**src/rtl/core/event_key_duplicate_filter_macros.svh**
```systemverilog
// Assertion macros used by the duplicate filter tally module.
`ifndef EVENT_KEY_DUPLICATE_FILTER_MACROS_SVH
`define EVENT_KEY_DUPLICATE_FILTER_MACROS_SVH

`ifndef SYNTHESIS

// Same-cycle implication, sampled on clk and disabled during reset.
`define EKDF_ASSERT_IMP(lbl, ante, cons) \
    lbl: assert property (@(posedge clk) disable iff (!rst_n) (ante) |-> (cons)) \
        else $error("duplicate filter assertion failed");

// Next-cycle implication, sampled on clk and disabled during reset.
`define EKDF_ASSERT_NXT(lbl, ante, cons) \
    lbl: assert property (@(posedge clk) disable iff (!rst_n) (ante) |=> (cons)) \
        else $error("duplicate filter assertion failed");

`else

`define EKDF_ASSERT_IMP(lbl, ante, cons)
`define EKDF_ASSERT_NXT(lbl, ante, cons)

`endif

`endif

```
**src/rtl/core/ekdf_pkg.sv**
```systemverilog
// Package with the key, result and chain link types of the duplicate filter.
package ekdf_pkg;

    localparam int STORE_DEPTH = 1024;
    localparam int FILL_W      = $clog2(STORE_DEPTH + 1);
    localparam int KEYS_W      = 11;
    localparam int DUP_W       = 32;
    localparam logic [DUP_W-1:0] DUP_MAX = '1;

    typedef struct packed {
        logic [31:0] run_number;
        logic [31:0] lumi_section;
        logic [63:0] event_number;
    } key_t;

    typedef struct packed {
        logic              keep;
        logic [DUP_W-1:0]  duplicates_seen;
        logic              store_full;
        logic [KEYS_W-1:0] keys_stored;
    } result_t;

    // What travels from one cell to the next along with an item.
    typedef struct packed {
        logic valid;
        key_t key;
        logic matched;
        logic inserted;
    } chain_t;

endpackage

```
**src/rtl/core/ekdf_cell.sv**
```systemverilog
// One store cell: holds one key, compares the passing item and claims it if empty.
module ekdf_cell
    import ekdf_pkg::*;
(
    input  logic   clk,
    input  logic   rst_n,
    input  chain_t up,
    output chain_t down
);

    logic   entry_valid_reg;
    logic   entry_valid_next;
    key_t   entry_key_reg;
    logic   down_valid_reg;
    chain_t down_reg;
    chain_t down_next;
    logic   hit;
    logic   take;

    always_comb
    begin
        hit  = up.valid && entry_valid_reg && (entry_key_reg == up.key);
        take = up.valid && !entry_valid_reg && !up.matched && !up.inserted;

        entry_valid_next   = entry_valid_reg || take;
        down_next.valid    = up.valid;
        down_next.key      = up.key;
        down_next.matched  = up.matched || hit;
        down_next.inserted = up.inserted || take;
    end

    always_ff @(posedge clk or negedge rst_n)
    begin
        if (!rst_n)
        begin
            entry_valid_reg <= 1'b0;
            down_valid_reg  <= 1'b0;
        end
        else
        begin
            entry_valid_reg <= entry_valid_next;
            down_valid_reg  <= down_next.valid;
        end
    end

    always_ff @(posedge clk)
    begin
        down_reg <= down_next;
        if (take)
        begin
            entry_key_reg <= up.key;
        end
    end

    always_comb
    begin
        down       = down_reg;
        down.valid = down_valid_reg;
    end

endmodule

```
**config.mk**
```make
export PLATFORM = sky130hd
export DESIGN_NAME = ekdf_cell
export DESIGN_NICKNAME = d
export VERILOG_FILES = /design/src/rtl/core/event_key_duplicate_filter_macros.svh /design/src/rtl/core/ekdf_pkg.sv /design/src/rtl/core/ekdf_cell.sv
export SDC_FILE = /design/constraint.sdc
export NUM_CORES = 1
export LEC_CHECK = 0
export ABC_AREA = 1
export BUFFER_PORTS_ARGS = -buffer_cell sky130_fd_sc_hd__buf_2
export CORE_MARGIN = 4
export CORE_UTILIZATION = 48
export CTS_BUF_LIST = sky130_fd_sc_hd__clkbuf_4 sky130_fd_sc_hd__clkbuf_8
export CTS_CLUSTER_DIAMETER = 50
export DETAILED_ROUTE_END_ITERATION = 12
export PLACE_DENSITY = 0.85
export SLEW_MARGIN = 5
export SYNTH_ARGS = -nofsm -noshare
export SYNTH_HDL_FRONTEND = slang
export SYNTH_SLANG_ARGS = --single-unit
```
**constraint.sdc**
```tcl
create_clock -name clk -period 5.82 [get_ports clk]
set_input_delay 0.582 -clock clk [delete_from_list [all_inputs] [get_ports clk]]
set_output_delay 0.582 -clock clk [all_outputs]
set_load 0.05 [all_outputs]
```
==> results.sh <==
export IMPL_port_buffers=263
export IMPL_hold_start="up[104]"
export IMPL_worstPathMaxFanout=70
export IMPL_grt_use_total=0.177
export IMPL_r2r_setup_slack_ns=3.96
export IMPL_route_detailed_drc=0
export IMPL_diodes=0
export IMPL_tritoncts="done"
export IMPL_outcome="finished clean"
export IMPL_ys_ff_latch=260
export IMPL_placed_cells=1257
export IMPL_layout_commonest_cell="buf_2"
export IMPL_worstMarginPinSlew_ns=0.898
export IMPL_setup_worst_path_start_class="register"
export IMPL_max_slew_margin=0.401
export IMPL_core_um2=18000
export IMPL_clockBufferDepth=3
export IMPL_switching_share=0.242
export IMPL_rows=49
export IMPL_clock_sinks=260
export IMPL_finalSetupViolCount=0
export IMPL_fin_crit_sh=0.320
export IMPL_synthCells=764
export IMPL_synth_area_leaders="edfxtp_1 (44%), dfxtp_1 (30%), nand2_1 (8.4%), inv_1 (6.0%), xnor2_1 (3.2%)"
export IMPL_place_congestion=0.748
export IMPL_synth_flop_cell="dfxtp_1"
export IMPL_ys_seq_area_frac=0.743
export IMPL_regToRegEndpoint="entry_key_reg[80]$_DFFE_PP_"
export IMPL_max_freq_mhz=537
export IMPL_wirelength_um=18400
export IMPL_synth_edff_count=128
export IMPL_hold_path_class="in2reg"
export IMPL_ctsResizeCount=0
export IMPL_cts_setup_buffers=0
export IMPL_firstDrtPassIters=4
export IMPL_yosys_warnings=0
export IMPL_p_sw_mw=0.965
export IMPL_grt_pass1_vias=5984
export IMPL_worstSetupPathType="reg2reg"
export IMPL_clk_insertion_delay_late_ns=0.54
export IMPL_tritoncts_num_buffers=42
export IMPL_die_w_um=143
export IMPL_yosysTopAreaCell="edfxtp_1"
export IMPL_post_route_min_period_ns=1.86
export IMPL_wl_per_cell_um=13.8
export IMPL_synth_distinct_cells=23
export IMPL_critPathArrivalTime_ns=2.01
export IMPL_power_frac_clock=0.412
export IMPL_p_seq_frac=0.496
export IMPL_rsz0062_at_grt="no"
export IMPL_ctsHoldBuffers=1
export IMPL_grt_max_degree=71
export IMPL_r2r_start="entry_valid_reg$_DFF_PN0_"
export IMPL_mostFrequentLayoutCells="buf_2 (263), nand2_1 (196), inv_1 (140)"
export IMPL_comb_power_share=0.091
export IMPL_largest_reg_flops=130
export IMPL_num_vias=5944
export IMPL_p_per_area_nw_per_um2=353
export IMPL_crit_required_ns=5.97
export IMPL_synthToLayoutAreaGrowth_pct=29.1
export IMPL_end_kind="register"
export IMPL_synth_async_reset_ratio=0.00769
export IMPL_internal_power_mw=3.02
export IMPL_synth_top_cell_area_share=0.439
export IMPL_antenna_found_initial=3
export IMPL_hold_violations=0
export IMPL_holdPathStages=1
export IMPL_r2r_cells=4
export IMPL_setup_tns_ns=0
export IMPL_grt_overflow=0
export IMPL_min_to="down[104]$_DFF_P_"
export IMPL_slew_viol_final=0
export IMPL_p_total_mw=3.98
export IMPL_nets=1206
export IMPL_p_leak_nw=5.34
export IMPL_ir_drop_mv=0.303
export IMPL_fp_dieH_um=143
export IMPL_drt_iter0_drc=203
export IMPL_die_area_um2=20400
export IMPL_ant_nets=0
export IMPL_pin_count=264
export IMPL_avgSynthCellArea_um2=11.4
export IMPL_grt_pass1_wl_um=28800
export IMPL_cts_root_buf="clkbuf_8"
export IMPL_final_cells=1334
export IMPL_syn_num_nets=897
export IMPL_drive_gt1_frac=0.320
export IMPL_dp_hpwl_um=13400
export IMPL_start_util=0.487
export IMPL_via_per_inst=4.46
export IMPL_syn_area_um2=8750
export IMPL_skew_ns=0.0178
export IMPL_fin_hold_ws_ns=0.180
export IMPL_h_tree_depth=2
export IMPL_drv_cap=0
export IMPL_path_clk_slew_ns=0.06
==> routing by layer <==
| layer | wire (µm) | GRT usage | share of wire |
|---|---|---|---|
| met5 | 33 | 0 | 0.0018 |
| met3 | 1540 | 0.0569 | 0.084 |
| met4 | 375 | 0.0550 | 0.020 |
| met1 | 7350 | 0.215 | 0.40 |
| met2 | 9050 | 0.300 | 0.49 |
==> power groups by stage <==
stage	clock (mW)	combinational, mW	sequential (mW)
detailed placement	0	0.366	2.02
finish	1.64	0.363	1.98
global route	1.78	0.389	1.98
CTS	1.69	0.367	1.98
floorplan	0	0.0536	2.19
global placement	0	0.358	2.01
==> worst max path at each step <==
| stage | from | end | depth (start not counted) |
|---|---|---|---|
| after floorplan | up[1] | entry_key_reg[0]$_DFFE_PP_ | 3 |
| after global placement | up[1] | entry_key_reg[74]$_DFFE_PP_ | 5 |
| after detailed placement | up[1] | entry_key_reg[65]$_DFFE_PP_ | 5 |
| after CTS | entry_valid_reg$_DFF_PN0_ | entry_key_reg[29]$_DFFE_PP_ | 4 |
| after global routing | entry_valid_reg$_DFF_PN0_ | entry_key_reg[84]$_DFFE_PP_ | 4 |
| final | entry_valid_reg$_DFF_PN0_ | entry_key_reg[80]$_DFFE_PP_ | 4 |
==> final cells by class <==
cell class / instances / area [µm²]
clock inverter: 13 / 128
multi-input combinational: 358 / 1710
clock buffer: 63 / 786
fill: 1421 / 6680
timing repair buffer: 266 / 1340
inverter: 145 / 544
sequential: 260 / 6500
tap: 229 / 287
==> Yosys cell counts, types with 6 or more instances <==
master    instances
inv_1           140
edfxtp_1        128
xnor2_1          32
xor2_1           19
dfxtp_1         130
nand2_1         196
nand4_1           9
o21ai_0           6
nor2_1           59
nand3_1           9
o21ai_1          13
==> cell families after synthesis <==
group	Yosys count	share of synthesized area
compound gates	25	0.0150
xor+xnor	51	0.0511
buf+inv	146	0.0631
flops	260	0.743
simple gates	282	0.128
==> critical path: stages (launching register included) <==
cell and delay, ns:
dfrtp_1 0.37, inv_1 0.08, nand3_1 0.16, nor2_4 0.13, buf_4 0.70
==> metrics by stage <==
| stage | cell area (µm²) | worst slack (ns) | util |
|---|---|---|---|
| 3_3_place_gp | 10400 | 3.69 | 0.577 |
| 2_1_floorplan | 8750 | 1.29 | - |
| 4_1_cts | 11300 | 3.95 | 0.628 |
| 6_report | 11300 | 3.96 | 0.628 |
| 3_5_place_dp | 10400 | 3.61 | 0.577 |
| 5_1_grt | 11300 | 3.84 | 0.628 |
Power figures use the tool's default switching activity.
