$ cat src/rtl/core/event_key_duplicate_filter_macros.svh
// Assertion macros used by the duplicate filter tally module.
`ifndef EVENT_KEY_DUPLICATE_FILTER_MACROS_SVH
`define EVENT_KEY_DUPLICATE_FILTER_MACROS_SVH

`ifndef SYNTHESIS

// Same-cycle implication, sampled on clk and disabled during reset.
`define EKDF_ASSERT_IMP(lbl, ante, cons) \
    lbl: assert property (@(posedge clk) disable iff (!rst_n) (ante) |-> (cons)) \
        else $error("duplicate filter assertion failed");

// Next-cycle implication, sampled on clk and disabled during reset.
`define EKDF_ASSERT_NXT(lbl, ante, cons) \
    lbl: assert property (@(posedge clk) disable iff (!rst_n) (ante) |=> (cons)) \
        else $error("duplicate filter assertion failed");

`else

`define EKDF_ASSERT_IMP(lbl, ante, cons)
`define EKDF_ASSERT_NXT(lbl, ante, cons)

`endif

`endif

$ cat src/rtl/core/ekdf_pkg.sv
// Package with the key, result and chain link types of the duplicate filter.
package ekdf_pkg;

    localparam int STORE_DEPTH = 1024;
    localparam int FILL_W      = $clog2(STORE_DEPTH + 1);
    localparam int KEYS_W      = 11;
    localparam int DUP_W       = 32;
    localparam logic [DUP_W-1:0] DUP_MAX = '1;

    typedef struct packed {
        logic [31:0] run_number;
        logic [31:0] lumi_section;
        logic [63:0] event_number;
    } key_t;

    typedef struct packed {
        logic              keep;
        logic [DUP_W-1:0]  duplicates_seen;
        logic              store_full;
        logic [KEYS_W-1:0] keys_stored;
    } result_t;

    // What travels from one cell to the next along with an item.
    typedef struct packed {
        logic valid;
        key_t key;
        logic matched;
        logic inserted;
    } chain_t;

endpackage

$ cat src/rtl/core/ekdf_tally.sv
// End of the chain: duplicate and fill counters and the registered result.
`include "event_key_duplicate_filter_macros.svh"

module ekdf_tally
    import ekdf_pkg::*;
(
    input  logic    clk,
    input  logic    rst_n,
    input  chain_t  last,
    output logic    done,
    output result_t result
);

    logic [DUP_W-1:0]  dup_reg;
    logic [DUP_W-1:0]  dup_next;
    logic [FILL_W-1:0] fill_reg;
    logic [FILL_W-1:0] fill_next;
    logic              done_reg;
    result_t           result_reg;
    result_t           result_next;

    always_comb
    begin
        dup_next  = dup_reg;
        fill_next = fill_reg;
        if (last.valid)
        begin
            if (last.matched && (dup_reg != DUP_MAX))
            begin
                dup_next = dup_reg + DUP_W'(1);
            end
            if (last.inserted)
            begin
                fill_next = fill_reg + FILL_W'(1);
            end
        end

        result_next.keep            = !last.matched;
        result_next.duplicates_seen = dup_next;
        result_next.store_full      = (fill_next >= FILL_W'(STORE_DEPTH));
        result_next.keys_stored     = KEYS_W'(fill_next);
    end

    always_ff @(posedge clk or negedge rst_n)
    begin
        if (!rst_n)
        begin
            dup_reg  <= '0;
            fill_reg <= '0;
            done_reg <= 1'b0;
        end
        else
        begin
            dup_reg  <= dup_next;
            fill_reg <= fill_next;
            done_reg <= last.valid;
        end
    end

    always_ff @(posedge clk)
    begin
        if (last.valid)
        begin
            result_reg <= result_next;
        end
    end

    assign done   = done_reg;
    assign result = result_reg;

    // A key is never both found in some cell and claimed by one.
    `EKDF_ASSERT_IMP(a_match_xor_insert, last.valid, !(last.matched && last.inserted))
    // Cells can never hand out more entries than exist.
    `EKDF_ASSERT_IMP(a_fill_bound, 1'b1, fill_reg <= FILL_W'(STORE_DEPTH))
    // Once every cell holds a key, no item can claim another one.
    `EKDF_ASSERT_IMP(a_full_no_insert, last.valid && (fill_reg == FILL_W'(STORE_DEPTH)),
                     !last.inserted)
    // The duplicate count only grows.
    `EKDF_ASSERT_NXT(a_dup_monotonic, 1'b1, dup_reg >= $past(dup_reg))

endmodule

$ cat config.mk
export PLATFORM = sky130hd
export DESIGN_NAME = ekdf_tally
export DESIGN_NICKNAME = d
export VERILOG_FILES = /design/src/rtl/core/ekdf_pkg.sv /design/src/rtl/core/ekdf_tally.sv
export VERILOG_INCLUDE_DIRS = /design/src /design/src/rtl/core
export SDC_FILE = /design/constraint.sdc
export NUM_CORES = 1
export LEC_CHECK = 0
export ABC_CLOCK_PERIOD_IN_PS = 2300
export BUFFER_PORTS_ARGS = -buffer_cell sky130_fd_sc_hd__buf_2
export CORE_MARGIN = 3
export CORE_UTILIZATION = 43
export CTS_CLUSTER_DIAMETER = 50
export DETAILED_ROUTE_END_ITERATION = 10
export GPL_ROUTABILITY_DRIVEN = 0
export GPL_TIMING_DRIVEN = 0
export PLACE_DENSITY = 0.76
export SKIP_LAST_GASP = 1
export SYNTH_ARGS = -nofsm -noshare
export SYNTH_HDL_FRONTEND = slang
export SYNTH_SLANG_ARGS = --single-unit
export TNS_END_PERCENT = 100
$ cat constraint.sdc
create_clock -name clk -period 2.3 [get_ports clk]
set_input_delay 0.345 -clock clk [delete_from_list [all_inputs] [get_ports clk]]
set_output_delay 0.345 -clock clk [all_outputs]
set_load 0.05 [all_outputs]
==> flow_metrics.py, run 1 <==
metrics = {
    "setup_path": {
        "crit_start": "last[130]",
        "r2r-start": "dup_reg[1]$_DFF_PN0_",
        "endpoint": "result[33]$_DFFE_PP_",
        "crit_type": "in -> reg",
        "arrival_ns": 2.33,
        "cp-start-kind": "input pin",
        "cp_max_fo": 48,
        "rr_endpoint": "result[28]$_DFFE_PP_",
        "end_kind": "flop",
        "critical_path_required_ns": 2.48,
        "r2r_slack_ns": 0.15,
        "r2r_cells": 6,
    },
    "drt": {
        "ant_nets": 0,
        "drc": 0,
        "wirelength_um": 5980,
        "wl_per_cell_um": 14.77,
        "first_pass_iters": 4,
        "via_count": 2012,
        "vias_per_cell": 4.968,
        "initialDrtViolationCount": 64,
    },
    "placement": {
        "hpwl_um": 3805,
        "dpl_cell_area_sq_um": 3772,
        "portBuffers": 50,
    },
    "floorplanning": {
        "die_area_sq_um": 9006,
        "initial_core_util_pct": 45.63,
        "die_h_um": 94.90,
        "num_rows": 31,
        "core_sq_um": 7447,
        "pin_count": 179,
        "die_w_um": 94.90,
    },
    "final_layout": {
        "post-route-cell-area_sq_um": 4046,
        "area_growth_pct": 19.07,
        "final_cell_mix": "buf_2, dfrtp_1, edfxtp_1",
        "layout_commonest_cell": "buf_2",
        "layout-drive-gt1-share_pct": 27.12,
        "diodes": 0,
        "largest_reg_flops": 44,
        "nets": 436,
    },
    "sta": {
        "setup_viol": 0,
        "clock_skew_ns": 0.007193,
        "max_freq_mhz": 463.6,
        "hold_viol": 0,
        "min_period_ns": 2.157,
        "worstMarginPinSlew_ns": 0.9788,
        "slew_viol_final": 0,
        "slew-limit-headroom_pct": 34.75,
        "whs_ns": 0.1538,
        "rsz0062_at_grt": "false",
        "period_share_pct": 93.79,
        "tns_ns": 0,
    },
    "synth": {
        "ys_warn_count": 0,
        "syn_inst": 237,
        "netlist_area_sq_um": 3398,
        "synth_seq_area_share_pct": 71.28,
        "avgSynthCellArea_sq_um": 14.34,
        "ys_seq_elements": 88,
        "syn_nets": 372,
        "yosysUniqueCellTypes": 32,
    },
    "global_routing": {
        "overflow": 0,
        "grt_max_degree": 49,
        "antenna_found_initial": 0,
        "grt_usage_pct": 14.53,
        "grt_pass1_wl_um": 9763,
        "grt_pass1_vias": 1964,
    },
    "clock_network": {
        "htreeDepth": 3,
        "cts_max_path_buffers": 2,
        "cts_buffers": 9,
        "postCtsHoldBufs": 0,
        "clkSlewWorstSetupHoldPaths_ns": 0.08,
        "clock_sinks": 88,
        "cts_tree": "done",
        "clk_latency_ns": 0.35,
        "clockRootBuffer": "clkbuf_8",
    },
    "power": {
        "p_leak_nw": 1.747,
        "ir_drop_v": 0.0005368,
        "power_density_nw_per_um2": 964.4,
    },
    "flow_run": {
        "maxCapViolations": 0,
    },
    "worst_hold_path": {
        "hp-class": "in -> async",
    },
    "outcome": {
        "status": "completed",
    },
}
## metal layers
layer,wire length [um],track usage [%]
met4,131,7.212
met1,3121,21.56
met2,2428,19.67
met5,0,0
met3,300,3.745
## critical path, stage by stage
cell      delay, ns
clkbuf_8       0.33
nand2_1        0.23
or4_4          0.57
a311o_1        0.34
buf_6          0.15
nor4_4         0.14
xor2_1         0.22
## repair_timing
action                     CTS  global route
gates resized for setup      3             5
buffers inserted             0             3
setup endpoints to repair   40            28
pin swaps                    0             2
## final cells by class
class                   count  area [sq um]
clock buffers              10         127.6
clock inverters             6         83.83
inverters                   8         30.03
well taps                  99         123.9
fillers                   652          3401
repair buffers             53         281.5
flip-flops and latches     88          2422
plain buffers               3         23.77
multi-input cells         138         953.4
## power breakdown
group	internal, W	switching, W
Sequential	0.00191	0.000136
Clock	0.000606	0.000514
Combinational	0.000191	0.000547
## cell families after synthesis
logic type	synth area share [%]
AND/OR/NAND/NOR	13.84
buffers and inverters	1.583
XOR/XNOR	9.794
flip-flops	71.28
multiplexers	0.9573
AO/OA/AOI/OAI	1.804
adder cells (fa/ha/maj)	0.7363
## cells in the mapped netlist (all sizes together)
cell | n | area [sq um]
a311o | 1 | 10.01
and4 | 1 | 8.760
a211oi | 1 | 7.510
a21oi | 3 | 15.01
dfrtp | 44 | 1101
mux2i | 1 | 10.01
o31a | 1 | 10.01
nand2 | 15 | 56.30
nand4 | 11 | 68.82
or4 | 1 | 11.26
or3 | 3 | 20.02
nand3 | 15 | 80.08
mux2 | 2 | 22.52
edfxtp | 44 | 1321
xnor2 | 25 | 219.0
buf | 3 | 23.77
nor2 | 14 | 52.55
nor3 | 5 | 25.02
or2 | 1 | 6.260
a31oi | 3 | 18.77
nor4 | 2 | 27.53
and2 | 1 | 6.260
xor2 | 13 | 113.9
inv | 8 | 30.03
and3 | 17 | 107.6
ha | 2 | 25.02
## worst min-delay path by stage
stage | endpoint | cells past startpoint | start
2_1_floorplan | done$_DFF_PN0_ | 0 | rst_n
3_3_place_gp | fill_reg[10]$_DFF_PN0_ | 1 | fill_reg[10]$_DFF_PN0_
3_5_place_dp | fill_reg[10]$_DFF_PN0_ | 1 | fill_reg[10]$_DFF_PN0_
4_1_cts | dup_reg[24]$_DFF_PN0_ | 1 | rst_n
5_1_grt | fill_reg[7]$_DFF_PN0_ | 1 | rst_n
6_report | dup_reg[16]$_DFF_PN0_ | 1 | rst_n
## per-stage QoR
stage	worst slack [ns]	util (%)	total power [W]	std cells
after CTS	0.03221	53.65	0.003928	402
after detailed placement	-0.8734	50.66	0.002799	386
after global routing	0.005321	54.33	0.004080	405
final	0.1429	54.33	0.003902	405
after floorplan	0.2702	-	0.002610	237
after global placement	-0.8046	50.66	0.002793	386
Note: power is estimated with default switching activity, not from simulation.
==> run 2, diff against run 1 <==
--- a/config.mk
+++ b/config.mk
@@ -13,7 +13,6 @@
 export CTS_CLUSTER_DIAMETER = 50
 export DETAILED_ROUTE_END_ITERATION = 10
 export GPL_ROUTABILITY_DRIVEN = 0
-export GPL_TIMING_DRIVEN = 0
 export PLACE_DENSITY = 0.76
 export SKIP_LAST_GASP = 1
 export SYNTH_ARGS = -nofsm -noshare
==> constraint.sdc (replaced) <==
create_clock -name clk -period 2.3 [get_ports clk]
set_input_delay 0.23 -clock clk [delete_from_list [all_inputs] [get_ports clk]]
set_output_delay 0.23 -clock clk [all_outputs]
set_load 0.05 [all_outputs]
==> flow_metrics.py, run 2 (synthesis results as in run 1) <==
metrics = {
    "outcome": {
        "status": "completed",
    },
    "final_layout": {
        "fin_util_pct": 54.20,
        "area_growth_pct": 18.78,
        "fillCellCount": 660,
        "largest_reg_flops": 44,
        "fin_cells": 409,
        "layout-drive-gt1-share_pct": 27.74,
        "nets": 440,
        "layout_commonest_cell": "buf_2",
        "final_cell_mix": "buf_2, dfrtp_1, edfxtp_1",
        "diodes": 0,
    },
    "floorplanning": {
        "die_w_um": 94.90,
        "core_sq_um": 7447,
        "num_rows": 31,
        "die_h_um": 94.90,
        "initial_core_util_pct": 45.63,
        "pin_count": 179,
        "die_area_sq_um": 9006,
    },
    "setup_path": {
        "critPathTopFamily": "simple AND/OR/NAND/NOR gates",
        "crit_buf_inv": 1,
        "crit_slowest_cell": "or3_2",
        "crit_cells": 7,
        "r2r_cells": 7,
        "crit_type": "reg -> reg",
        "cp-start-kind": "flop",
        "end_kind": "flop",
        "crit_chain": "ha_1 > nand3_1 > or3_2 > a211oi_1 > buf_4 > and3_1 > xor2_2",
        "critical_path_required_ns": 2.39,
        "arrival_ns": 2.25,
        "cp_slowest_stage_delay_ns": 0.48,
        "cp_max_fo": 4,
    },
    "global_routing": {
        "antenna_found_initial": 0,
        "grt_usage_pct": 14.49,
        "grt_max_degree": 48,
        "grt_pass1_vias": 1962,
        "grt_pass1_wl_um": 9846,
        "overflow": 0,
    },
    "sta": {
        "slew_viol_final": 0,
        "slew-limit-headroom_pct": 58.70,
        "max_freq_mhz": 463.0,
        "hold_viol": 0,
        "min_period_ns": 2.160,
        "rsz0062_at_grt": "false",
        "period_share_pct": 93.90,
        "setup_ws_ns": 0.1404,
        "worstMarginPinSlew_ns": 0.6166,
        "setup_viol": 0,
        "clock_skew_ns": 0.01042,
        "tns_ns": 0,
    },
    "flow_run": {
        "maxCapViolations": 0,
    },
    "placement": {
        "dpl.cell_count": 392,
        "portBuffers": 50,
        "hpwl_um": 4073,
        "place_ws_ns": 0.1380,
    },
    "clock_network": {
        "clk_latency_ns": 0.35,
        "cts_tree": "done",
        "clkSlewWorstSetupHoldPaths_ns": 0.09,
        "htreeDepth": 3,
        "cts_max_path_buffers": 2,
        "cts_buffers": 9,
        "clockRootBuffer": "clkbuf_8",
        "clock_sinks": 88,
    },
    "drt": {
        "first_pass_iters": 4,
        "via_count": 2028,
        "wl_per_cell_um": 14.59,
        "vias_per_cell": 4.958,
        "ant_nets": 0,
        "wirelength_um": 5967,
        "drc": 0,
        "initialDrtViolationCount": 61,
    },
    "power": {
        "power_w": 0.003836,
        "p_leak_nw": 1.761,
        "power_density_nw_per_um2": 950.3,
        "ir_drop_v": 0.0006058,
    },
    "worst_hold_path": {
        "hp-class": "in -> reg",
        "hold_path_depth": 2,
    },
}
## run 2: routing by layer
layer  GRT usage, %  vias up  wire (um)
li1               -      984          -
met1          21.93      984       3013
met2          19.85       52       2590
met3          2.869        8        273
met4          7.091        0         91
met5              0        -          0
## run 2: per-stage QoR
step	hold WS, ns	cell area (sq um)
floorplan	-0.06559	3398
global placement	0.1724	3816
detailed placement	0.1780	3816
CTS	0.1382	4028
global route	0.1419	4036
finish	0.1485	4036
## run 2: path summary, 6_finish.rpt
| check | from | endpoint | slack, ns |
|---|---|---|---|
| worst max-delay path | dup_reg[0]$_DFF_PN0_ | result[28]$_DFFE_PP_ | 0.14 |
| worst max register to register | dup_reg[0]$_DFF_PN0_ | result[28]$_DFFE_PP_ | 0.14 |
| worst min-delay path | last[1] | result[44]$_DFFE_PP_ | 0.15 |
| min in group asynchronous | rst_n | dup_reg[28]$_DFF_PN0_ | 0.35 |
| worst min register to register | fill_reg[7]$_DFF_PN0_ | fill_reg[7]$_DFF_PN0_ | 0.48 |
| max in group asynchronous | rst_n | dup_reg[6]$_DFF_PN0_ | 1.26 |
## run 2: layout make-up
type / instances / area, sq um / share of cell area [%]
clock buffers: 9 / 123.9 / 3.069
flip-flops and latches: 88 / 2422 / 60.01
multi-input cells: 138 / 930.9 / 23.06
clock inverters: 7 / 77.57 / 1.922
repair buffers: 60 / 327.8 / 8.122
well taps: 99 / 123.9 / 3.069
inverters: 8 / 30.03 / 0.7440
## run 2: where the power goes
group	internal, W	switching, W	leakage [nW]
registers	0.00191	0.000145	0.998
clock network	0.000513	0.000539	0.101
logic	0.000184	0.000546	0.662
## run 2: repair_timing
item                                   in CTS  in global routing
setup buffers                               0                  0
hold buffers                                1                  0
setup endpoints to repair                   0                  2
gates resized for setup                     0                  2
endpoints found under the hold margin      17                  0
==> run 3, diff against run 2 <==
--- a/config.mk
+++ b/config.mk
@@ -6,8 +6,9 @@
 export SDC_FILE = /design/constraint.sdc
 export NUM_CORES = 1
 export LEC_CHECK = 0
-export ABC_CLOCK_PERIOD_IN_PS = 2300
+export ABC_CLOCK_PERIOD_IN_PS = 2600
 export BUFFER_PORTS_ARGS = -buffer_cell sky130_fd_sc_hd__buf_2
+export CORE_ASPECT_RATIO = 0.8
 export CORE_MARGIN = 3
 export CORE_UTILIZATION = 43
 export CTS_CLUSTER_DIAMETER = 50
==> constraint.sdc (replaced) <==
create_clock -name clk -period 2.6 [get_ports clk]
set_input_delay 0.26 -clock clk [delete_from_list [all_inputs] [get_ports clk]]
set_output_delay 0.26 -clock clk [all_outputs]
set_load 0.05 [all_outputs]
==> flow_metrics.py, run 3 (synthesis results as in run 1) <==
metrics = {
    "outcome": {
        "status": "completed",
    },
    "power": {
        "ir_drop_v": 0.0003140,
        "power_density_nw_per_um2": 854.2,
        "p_leak_nw": 1.726,
    },
    "sta": {
        "period_share_pct": 83.51,
        "worstMarginPinSlew_ns": 0.9928,
        "setup_viol": 0,
        "hold_viol": 0,
        "slew_viol_final": 0,
        "max_freq_mhz": 460.6,
        "tns_ns": 0,
        "rsz0062_at_grt": "false",
        "setup_ws_ns": 0.4288,
        "min_period_ns": 2.171,
        "clock_skew_ns": 0.01388,
        "slew-limit-headroom_pct": 33.81,
    },
    "final_layout": {
        "largest_reg_flops": 44,
        "nets": 433,
        "area_growth_pct": 17.23,
        "final_cell_mix": "buf_2, dfrtp_1, edfxtp_1",
        "layout_commonest_cell": "buf_2",
        "post-route-cell-area_sq_um": 3984,
        "fin_util_pct": 52.89,
        "diodes": 0,
        "layout-drive-gt1-share_pct": 25.41,
    },
    "setup_path": {
        "crit_slowest_cell": "or4_4",
        "arrival_ns": 2.33,
        "r2r-start": "dup_reg[4]$_DFF_PN0_",
        "rr_endpoint": "result[37]$_DFFE_PP_",
        "critical_path_required_ns": 2.76,
        "crit_chain": "nand3_2 > or4_4 > a311o_1 > nor2_1 > xor2_1",
        "cp-start-kind": "flop",
        "cp_max_fo": 8,
        "r2r_cells": 5,
        "end_kind": "flop",
        "crit_type": "reg -> reg",
        "cp_slowest_stage_delay_ns": 0.51,
        "r2r_slack_ns": 0.43,
    },
    "clock_network": {
        "cts_buffers": 9,
        "clkSlewWorstSetupHoldPaths_ns": 0.09,
        "post-cts-setup-buffers": 0,
        "clock_sinks": 88,
        "cts_tree": "done",
        "cts_max_path_buffers": 2,
        "postCtsHoldBufs": 0,
        "clockRootBuffer": "clkbuf_8",
        "htreeDepth": 3,
        "cts_resized": 0,
        "clk_latency_ns": 0.35,
    },
    "flow_run": {
        "maxCapViolations": 0,
    },
    "placement": {
        "place_ws_ns": 0.4240,
        "portBuffers": 50,
        "dpl_cell_area_sq_um": 3779,
        "hpwl_um": 4120,
    },
    "drt": {
        "via_count": 2020,
        "wirelength_um": 6133,
        "first_pass_iters": 4,
        "wl_per_cell_um": 15.03,
        "ant_nets": 0,
        "drc": 0,
        "initialDrtViolationCount": 81,
        "vias_per_cell": 4.951,
    },
    "global_routing": {
        "antenna_found_initial": 0,
        "grt_pass1_vias": 2029,
        "grt_pass1_wl_um": 10040,
        "grt_max_degree": 48,
        "overflow": 0,
        "grt_usage_pct": 14.64,
    },
    "floorplanning": {
        "die_w_um": 105.4,
        "initial_core_util_pct": 45.12,
        "die_h_um": 85.52,
        "num_rows": 28,
        "core_sq_um": 7532,
        "pin_count": 179,
        "die_area_sq_um": 9012,
    },
    "worst_hold_path": {
        "hp-class": "in -> async",
    },
}
[run 3: layout make-up]
class	instances	area, sq um
Tap cell	105	131.4
Inverter	8	30.03
Multi-Input combinational cell	138	922.1
Fill cell	622	3548
Timing Repair Buffer	53	272.8
Clock inverter	5	63.81
Sequential cell	88	2422
Clock buffer	11	141.4
[run 3: worst max path at each step]
stage	start	endpoint	slack, ns	depth (start not counted)
global placement	last[130]	result[33]$_DFFE_PP_	0.46	6
global route	dup_reg[0]$_DFF_PN0_	result[13]$_DFFE_PP_	0.17	5
detailed placement	last[130]	result[37]$_DFFE_PP_	0.42	6
finish	dup_reg[4]$_DFF_PN0_	result[37]$_DFFE_PP_	0.43	5
floorplan	dup_reg[0]$_DFF_PN0_	result[28]$_DFFE_PP_	0.57	6
CTS	dup_reg[4]$_DFF_PN0_	result[37]$_DFFE_PP_	0.41	5
[run 3: layer usage]
metal | share of wire, % | vias up | routed length, um | GRT usage (%)
li1 | - | 969 | - | -
met1 | 51 | 988 | 3131 | 21.38
met2 | 43 | 53 | 2622 | 20.89
met3 | 4.5 | 10 | 274 | 3.236
met4 | 1.7 | 0 | 105 | 7.151
met5 | 0 | - | 0 | 0
[run 3: per-stage QoR]
step | std cells | hold WS (ns) | total power (W)
2_1_floorplan | 237 | -0.03559 | 0.002309
3_3_place_gp | 392 | 0.4611 | 0.002480
3_5_place_dp | 392 | 0.4757 | 0.002487
4_1_cts | 408 | 0.09628 | 0.003437
5_1_grt | 408 | 0.1500 | 0.003563
6_report | 408 | 0.07578 | 0.003403
[run 3: worst max-delay path: cells and delay by family (launching register included)]
| family | cells | cell delay, ns |
|---|---|---|
| AOI/OAI and AO/OA | 1 | 0.49 |
| xor gates and xnor gates | 1 | 0.24 |
| DFF | 1 | 0.42 |
| and+or+nand+nor | 3 | 0.84 |
[run 3: where the power goes]
part | internal [W] | switching (W)
Clock | 0.000477 | 0.000467
Sequential | 0.00169 | 0.000125
Combinational | 0.000158 | 0.000486
Total | 0.00232 | 0.00108
